==> src/rtl/boxavg_pkg.sv <==
// Shared types, constants and reciprocal tables for the box average downscaler.
// No dependencies.
package boxavg_pkg;

  localparam int MAX_WIDTH  = 1024;
  localparam int MAX_HEIGHT = 1024;
  localparam int MAX_FACTOR = 8;

  localparam int PIX_W  = 8;
  localparam int SUM_W  = 14;
  localparam int COL_W  = 10;
  localparam int DIM_W  = 11;
  localparam int FAC_W  = 4;
  localparam int PH_W   = 3;
  localparam int IDX_W  = 2;
  localparam int ADDR_W = $clog2(MAX_WIDTH);

  // Reciprocal of the block area, scaled by 2**AREA_SHIFT and rounded up.
  localparam int AREA_SHIFT   = 20;
  localparam int AREA_RECIP_W = 21;
  localparam int AREA_PROD_W  = SUM_W + AREA_RECIP_W;

  // Reciprocal of the factor, scaled by 2**DIM_SHIFT and rounded up.
  localparam int DIM_SHIFT   = 14;
  localparam int DIM_RECIP_W = 15;
  localparam int DIM_PROD_W  = DIM_W + DIM_RECIP_W;

  // Cycles for a register write to reach the derived limits.
  localparam int SETTLE_W = 2;
  localparam logic [SETTLE_W-1:0] SETTLE_CYCLES = 2'd3;

  typedef enum logic [IDX_W-1:0] {
    REG_SHRINK_FACTOR = 2'd0,
    REG_IMAGE_WIDTH   = 2'd1,
    REG_IMAGE_HEIGHT  = 2'd2
  } reg_index_t;

  typedef struct packed {
    logic accept;   // input beat taken this cycle
    logic sum_en;   // update line store entry
    logic mul_en;   // scale sums by the area reciprocal
    logic push;     // load the output register
  } ctrl_cmd_t;

  typedef struct packed {
    logic busy;     // derived limits still settling
    logic emit;     // latched beat completes a block
    logic out_free; // output register can take a result
  } dp_status_t;

  function automatic logic [AREA_RECIP_W-1:0] area_recip(input logic [FAC_W-1:0] f);
    logic [AREA_RECIP_W-1:0] m;
    case (f)
      4'd1:    m = 21'd1048576;
      4'd2:    m = 21'd262144;
      4'd3:    m = 21'd116509;
      4'd4:    m = 21'd65536;
      4'd5:    m = 21'd41944;
      4'd6:    m = 21'd29128;
      4'd7:    m = 21'd21400;
      4'd8:    m = 21'd16384;
      default: m = 21'd1048576;
    endcase
    return m;
  endfunction

  function automatic logic [DIM_RECIP_W-1:0] dim_recip(input logic [FAC_W-1:0] f);
    logic [DIM_RECIP_W-1:0] m;
    case (f)
      4'd1:    m = 15'd16384;
      4'd2:    m = 15'd8192;
      4'd3:    m = 15'd5462;
      4'd4:    m = 15'd4096;
      4'd5:    m = 15'd3277;
      4'd6:    m = 15'd2731;
      4'd7:    m = 15'd2341;
      4'd8:    m = 15'd2048;
      default: m = 15'd16384;
    endcase
    return m;
  endfunction

endpackage

==> src/rtl/boxavg_ctrl.sv <==
// Controller state machine of the box average downscaler.
// Depends on boxavg_pkg; drives boxavg_datapath through command and status structs.
module boxavg_ctrl (
  input  logic                   clk,
  input  logic                   rst,
  input  logic                   in_valid,
  output logic                   in_ready,
  input  boxavg_pkg::dp_status_t status,
  output boxavg_pkg::ctrl_cmd_t  cmd
);

  typedef enum logic [3:0] {
    ST_IDLE = 4'b0001,
    ST_SUM  = 4'b0010,
    ST_MUL  = 4'b0100,
    ST_PUSH = 4'b1000
  } state_t;

  state_t state;
  state_t state_next;

  assign in_ready = !rst && (state == ST_IDLE) && !status.busy;

  always_comb begin
    cmd.accept = in_valid && in_ready;
    cmd.sum_en = (state == ST_SUM);
    cmd.mul_en = (state == ST_MUL);
    cmd.push   = (state == ST_PUSH) && status.out_free;
  end

  always_comb begin
    state_next = state;
    case (state)
      ST_IDLE: begin
        if (cmd.accept) state_next = ST_SUM;
      end
      ST_SUM: begin
        state_next = status.emit ? ST_MUL : ST_IDLE;
      end
      ST_MUL: begin
        state_next = ST_PUSH;
      end
      ST_PUSH: begin
        if (status.out_free) state_next = ST_IDLE;
      end
      default: begin
        state_next = ST_IDLE;
      end
    endcase
  end

  always_ff @(posedge clk) begin
    if (rst) begin
      state <= ST_IDLE;
    end else begin
      state <= state_next;
    end
  end

endmodule

==> config.mk <==
export PLATFORM = sky130hd
export DESIGN_NAME = boxavg_ctrl
export DESIGN_NICKNAME = d
export VERILOG_FILES = /design/src/rtl/boxavg_pkg.sv /design/src/rtl/boxavg_ctrl.sv
export SDC_FILE = /design/constraint.sdc
export NUM_CORES = 1
export LEC_CHECK = 0
export BUFFER_PORTS_ARGS = -buffer_cell sky130_fd_sc_hd__buf_2
export CORE_AREA = 2 2 39 41
export CTS_CLUSTER_DIAMETER = 80
export CTS_CLUSTER_SIZE = 12
export DETAILED_ROUTE_END_ITERATION = 7
export DIE_AREA = 0 0 41 43
export GPL_TIMING_DRIVEN = 0
export HOLD_SLACK_MARGIN = 0.1
export SETUP_SLACK_MARGIN = 0.1
export SLEW_MARGIN = 20
export SYNTH_ARGS = -nofsm -noshare
export SYNTH_HDL_FRONTEND = slang
export SYNTH_SLANG_ARGS = --single-unit
==> constraint.sdc <==
create_clock -name clk -period 3.5 [get_ports clk]
set_clock_uncertainty 0.2 [all_clocks]
set_input_delay 0 -clock clk [delete_from_list [all_inputs] [get_ports clk]]
set_output_delay 0 -clock clk [all_outputs]
set_load 0.02 [all_outputs]
Word level (Yosys, flattened, before mapping). Cells that the tools add are included. Widths: inputs -> output; s select.

Bits in registers: 4.

Multiplexer cells: 4. Reductions and logical operators: 7. Equal/unequal tests: 6.

Operator list (count): $pmux 4 s4 (1); $mux 4 (2); $eq 4x1->1 const B (1); $eq 4x2->1 const B (1); $eq 4x3->1 const B (1); $eq 4x4->1 const B (1); $logic_and 1x1->1 (4); $ne 2x2->1 const B (2); $mux 3 (1); $logic_not 1->1 (2); $reduce_and 2->1 (1).

Logic depth before layout (Yosys ltp). Gate-level depths: netlist (run 1).

Word-level depth: 6. Depth in mapped cells: 5. Depth with buffers taken out: 4.

Least setup slack after synthesis (run 1). OpenSTA, ideal clock, no wires.

Path type: register -> register. From: reg state[2]. To: reg state[2]. Slack: 1.708 ns. Period minus slack after synthesis: 1.792 ns. Arrival: 1.528 ns. Stages on the path, launching flop included: 4. Library setup time: 0.063 ns. Data required time: 3.237 ns. Cell sequence: dfxtp_1 buf_2 nor4b_1 and3b_1.

RTL lines: from (decl) (line boxavg_ctrl.sv:19) `state_t state;`; from (signal assigned) (line boxavg_ctrl.sv:56) `state <= state_next;`.

Final worst setup path (run 1).
From: reg state[2]. To: reg state[2].

Cells in the longest elaborated chain, start to end: 6.

RTL lines: $eq 4x1->1 (line boxavg_ctrl.sv:22, boxavg_ctrl.sv:33); $logic_and 1x1->1 (2 in a row) (line boxavg_ctrl.sv:22) `assign in_ready = !rst && (state == ST_IDLE) && !status.busy;`; $logic_and 1x1->1 (line boxavg_ctrl.sv:25) `cmd.accept = in_valid && in_ready;`; $ne 2x2->1 (no line); $reduce_and 2->1 (no line).

Parallel ways exist; a longest one is shown, timed or not. A chain may end at the register's enable or synchronous reset.

==> results of run 1 <==
where the power goes:
part           internal, W  switching (W)
Combinational    0.0000403      0.0000351
Sequential       0.0000523     0.00000301
Clock            0.0000383      0.0000181
per-layer routing:
layer | routed length [microns] | GRT usage [%]
met4 | 0 | 2.00
met1 | 272 | 9.29
met3 | 44 | 7.85
met5 | 0 | 0
met2 | 278 | 10.9
cell usage after synthesis:
| library cell | instances | area, sq um |
|---|---|---|
| a21oi_1 | 2 | 10.0 |
| and3_1 | 1 | 6.26 |
| and3b_1 | 1 | 8.76 |
| and4_1 | 1 | 8.76 |
| and4_4 | 1 | 11.3 |
| and4b_1 | 1 | 10.0 |
| buf_2 | 1 | 5.00 |
| buf_4 | 1 | 7.51 |
| dfxtp_1 | 4 | 80.1 |
| inv_1 | 1 | 3.75 |
| mux2_1 | 1 | 11.3 |
| nor2_1 | 2 | 7.51 |
| nor2_2 | 1 | 6.26 |
| nor2b_4 | 1 | 13.8 |
| nor3_1 | 2 | 10.0 |
| nor3b_1 | 1 | 7.51 |
| nor4_2 | 1 | 12.5 |
| nor4b_1 | 2 | 17.5 |
| nor4bb_1 | 1 | 10.0 |
| o21ai_0 | 1 | 5.00 |
| or2_1 | 1 | 6.26 |
| xnor2_1 | 1 | 8.76 |
cell type report:
type                    instances  area (sq um)  share of cell area, %
clock buffers                   3          22.5                   5.36
repair buffers                 16           110                   26.2
plain buffers                   2          12.5                   2.98
multi-input cells              22           171                   40.8
inverters                       1          3.75                  0.893
well taps                      16          20.0                   4.76
flip-flops and latches          4          80.1                   19.0
critical path: cells and delay by family (launching register included):
kind                   cells  cell delay, ps
buffers and inverters      2             690
flip-flops                 1             280
AND/OR/NAND/NOR            2             580
how the worst max path moves through the flow:
stage	depth (start not counted)	slack, ps	endpoint	startpoint
2_1_floorplan	3	1710	state[2]	state[2]
6_report	4	1680	state[2]	state[2]
3_3_place_gp	5	1850	state[0]	state[2]
5_1_grt	4	1640	state[2]	state[2]
3_5_place_dp	5	1830	state[0]	state[2]
4_1_cts	4	1720	state[2]	state[2]
repair_timing:
item / CTS / global route
endpoints found under the setup margin: 0 / 0
hold endpoints to repair: 4 / 0
hold buffers: 6 / 0
resized for setup: 0 / 0
cells by family (layout without fill, tap and decap cells):
group / after synthesis / in the layout
buffers and inverters: 3 / 22
AOI/OAI and AO/OA: 3 / 3
xor gates and xnor gates: 1 / 1
and+or+nand+nor: 17 / 17
muxes: 1 / 1
DFF: 4 / 4
metrics by stage:
step | total power, W | instances
after floorplan | 0.000113 | 29
final | 0.000187 | 64
after global placement | 0.000126 | 55
after CTS | 0.000190 | 64
after detailed placement | 0.000128 | 55
after global routing | 0.000202 | 64
==> results.toml, run 1 <==
[layout]
final_common_cell = "buf_2"
fin_util_pct = 30.4
n_fill_cell = 151
largest_reg_flops = 4
drive_gt1_share_pct = 39.6
nNetsFinal = 56
postLayoutCellArea_sq_um = 420
mostFrequentLayoutCells = "buf_2, dlygate4sd3_1, dfxtp_1, clkbuf_4"
diodes = 0
regMostFlops = "state"
layout_top_registers = "state x4"
area_growth_pct = 57.0

[logic_synthesis]
synth_cell_types = 22
netlist_area_sq_um = 268
ys_warn_count = 0
syn_nets = 35
synth_fa_ha_area_share_pct = 0
synth_xor_area_share_pct = 3.27
syn_area_per_cell_sq_um = 9.23
synth_mux_area_share_pct = 4.21
synth-seq-cells = 4
synth_top_family_by_area = "simple AND/OR/NAND/NOR gates"
synthSimpleGateAreaFrac_pct = 50.9
ys_seq_area_share_pct = 29.9
synth-compound-area-share_pct = 5.61
synth_cells = 29

[global_routing]
antenna_found_initial = 0
grt_pass1_wl_microns = 938
grt_pass1_vias = 234
grt_usage_pct = 8.22
grt_max_degree = 10
grt.overflow.total = 0

[power]
vdd_drop_max_uv = 262
p_leak_nw = 0.197
power.density_mw_per_mm2 = 445

[sta]
finalHoldViolations = 0
fmax_ghz = 0.551
relSlewSlack_pct = 77.2
slew_viol_final = 0
hold_ws_ps = 124
layout_setup_ws_ps = 1680
rsz0062_at_grt = "no"
setup_violations = 0
setup_tns_ps = 0
finalCritPeriodShare_pct = 51.9
period_needed_ps = 1820
worst_slew_pin_slew_ps = 337

[clock_tree]
htree_levels = 1
cts_sinks = 4
tritoncts = "built"
post-cts-setup-buffer-count = 0
clockBufferDepth = 2
clk_latency_ps = 230
clockRootBuffer = "clkbuf_4"
numCtsBuffers = 3
path_clk_slew_ps = 40

[min_path]
hold_class = "primary input to register"
worstHoldStart = "status[0]"
worstHoldEndpoint = "state[0]"
hold_depth = 5

[detailed_routing]
antenna_left = 0
dr.pass1.iters = 3
drc = 0
drt-initial-drc-count = 6
via_per_inst = 4.28
via_count = 274
wl_microns = 594
post_drt_wl_per_cell_microns = 9.28

[worst_setup_path]
cp.required_ps = 3480
cpMaxStageDelayCell = "dlygate4sd3_1"
start_kind = "register"
critical-path-max-stage-delay_ps = 530
endpoint_kind = "register"
worst_r2r_endpoint = "state[2]"
cp.arrival_ps = 1790
r2r-start = "state[2]"
criticalPathCategory = "register to register"
reg2reg_depth = 4
rrSetupSlack_ps = 1680
crit_path_max_fanout = 8
cp_cell_sequence = "buf_2 -> nor4b_1 -> and3b_1 -> dlygate4sd3_1"

[placement]
io_buffers = 10
gp_congestion = 0.742
dp_hpwl_microns = 435
placed_area_sq_um = 338
dp_slack_ps = 1830

[run]
drv_cap = 0

[floorplanning]
coreArea_sq_mm = 0.00138
die_area_sq_mm = 0.00176
die_height_microns = 43
die_w_microns = 41
io_pins = 11
start_util_pct = 19.3
num_rows = 14

[run_status]
outcome = "finished clean"
Power figures use the tool's default switching activity.
==> run 2: changes to the inputs <==
Clock period 3.5 ns to 1.7 ns, I/O delays scaled along.
==> results.toml, run 2 (same netlist as run 1, synthesis figures left out) <==
[sta]
slew_viol_final = 0
fmax_ghz = 0.632
finalCritPeriodShare_pct = 93.1
layout_setup_ws_ps = 117
setup_violations = 0
finalHoldViolations = 0
rsz0062_at_grt = "yes"
period_needed_ps = 1580
setup_tns_ps = 0
worst_slew_pin_slew_ps = 255
relSlewSlack_pct = 82.7

[global_routing]
grt_pass1_wl_microns = 1100
antenna_found_initial = 0
grt_max_degree = 10
grt_usage_pct = 9.74
grt_pass1_vias = 244
grt.overflow.total = 0

[worst_setup_path]
cp.arrival_ps = 1500
reg2reg_depth = 5
worst_r2r_endpoint = "state[0]"
criticalPathCategory = "register to register"
endpoint_kind = "register"
cp.required_ps = 1620
crit_path_max_fanout = 6
start_kind = "register"
r2r-start = "state[0]"
rrSetupSlack_ps = 120

[layout]
layout_top_registers = "state x4"
area_growth_pct = 83.2
mostFrequentLayoutCells = "buf_2, dlygate4sd3_1, clkbuf_4, dfxtp_2"
final_common_cell = "buf_2"
nNetsFinal = 58
finalNonFillerCells = 66
diodes = 0
n_fill_cell = 137
largest_reg_flops = 4
drive_gt1_share_pct = 58.0
regMostFlops = "state"

[power]
power.density_mw_per_mm2 = 986
vdd_drop_max_uv = 641
p_leak_nw = 0.222

[detailed_routing]
wl_microns = 687
post_drt_wl_per_cell_microns = 10.4
dr.pass1.iters = 2
via_count = 287
via_per_inst = 4.35
drc = 0
drt-initial-drc-count = 6
antenna_left = 0

[clock_tree]
clockRootBuffer = "clkbuf_4"
clk_latency_ps = 240
numCtsBuffers = 3
cts_sinks = 4
tritoncts = "built"
clockBufferDepth = 2
htree_levels = 1
path_clk_slew_ps = 40

[placement]
io_buffers = 10
dp.cells = 55
gp_congestion = 0.779
dp_hpwl_microns = 442
dp_slack_ps = 15.9

[min_path]
worstHoldEndpoint = "state[3]"
worstHoldStart = "state[1]"
hold_depth = 1
hold_class = "register to register"

[run_status]
outcome = "finished clean"

[floorplanning]
num_rows = 14
start_util_pct = 19.3
coreArea_sq_mm = 0.00138
die_area_sq_mm = 0.00176
die_w_microns = 41
die_height_microns = 43
io_pins = 11

[run]
drv_cap = 0
==> run 2: cell types whose count changed in the layout (fill, tap and decap cells not counted), sizes merged <==
| cell | change |
|---|---|
| buf | +3 |
| dlygate4sd3 | -1 |
==> run 2: final cells by class <==
cell class / instances / area [sq um] / area share (%)
multi-input cells: 22 / 203 / 41.3
repair buffers: 18 / 135 / 27.6
flip-flops and latches: 4 / 83.8 / 17.1
clock buffers: 3 / 22.5 / 4.59
plain buffers: 2 / 22.5 / 4.59
well taps: 16 / 20.0 / 4.08
inverters: 1 / 3.75 / 0.765
==> run 2: stage by stage <==
| stage | cell area [sq um] | utilization [%] | power, W | hold WS [ps] |
|---|---|---|---|---|
| after detailed placement | 344 | 24.9 | 0.000266 | 64.6 |
| after floorplan | 274 | - | 0.000235 | -46.9 |
| final | 490 | 35.4 | 0.000484 | 332 |
| after global placement | 344 | 24.9 | 0.000263 | 61.6 |
| after global routing | 490 | 35.4 | 0.000524 | 352 |
| after CTS | 418 | 30.2 | 0.000427 | -138 |
==> run 2: worst max path at each step <==
stage	startpoint	endpoint	slack [ps]	depth (start not counted)
after floorplan	state[0]	state[0]	100	5
after global placement	state[2]	state[0]	40	5
after detailed placement	state[2]	state[0]	20	5
after CTS	state[0]	state[1]	110	4
after global routing	state[0]	state[0]	70	5
final	state[0]	state[0]	120	5
==> run 2: repair_timing <==
action	in CTS	in global routing
hold endpoints to repair	4	4
setup endpoints to repair	1	2
resized for setup	5	6
pin swaps	1	3
buffers inserted	0	3
hold buffers	3	3
==> run 2: critical path, stage by stage, from the launching register on <==
cell	delay (ps)
dfxtp_2	300
buf_6	120
nor2b_4	120
and4_4	150
nor4_4	240
mux2_4	320
==> run 2: power by group <==
group          internal, W  total (W)  switching [W]
Combinational     0.000146   0.000242      0.0000961
Clock            0.0000792   0.000121      0.0000420
Sequential        0.000110   0.000120      0.0000100
==> run 2: routing by layer <==
layer / share of wire, % / wire, microns / track usage (%)
met1: 46 / 316 / 11.9
met2: 46 / 318 / 12.2
met4: 0 / 0 / 2.00
met5: 0 / 0 / 0
met3: 7.7 / 53 / 9.42
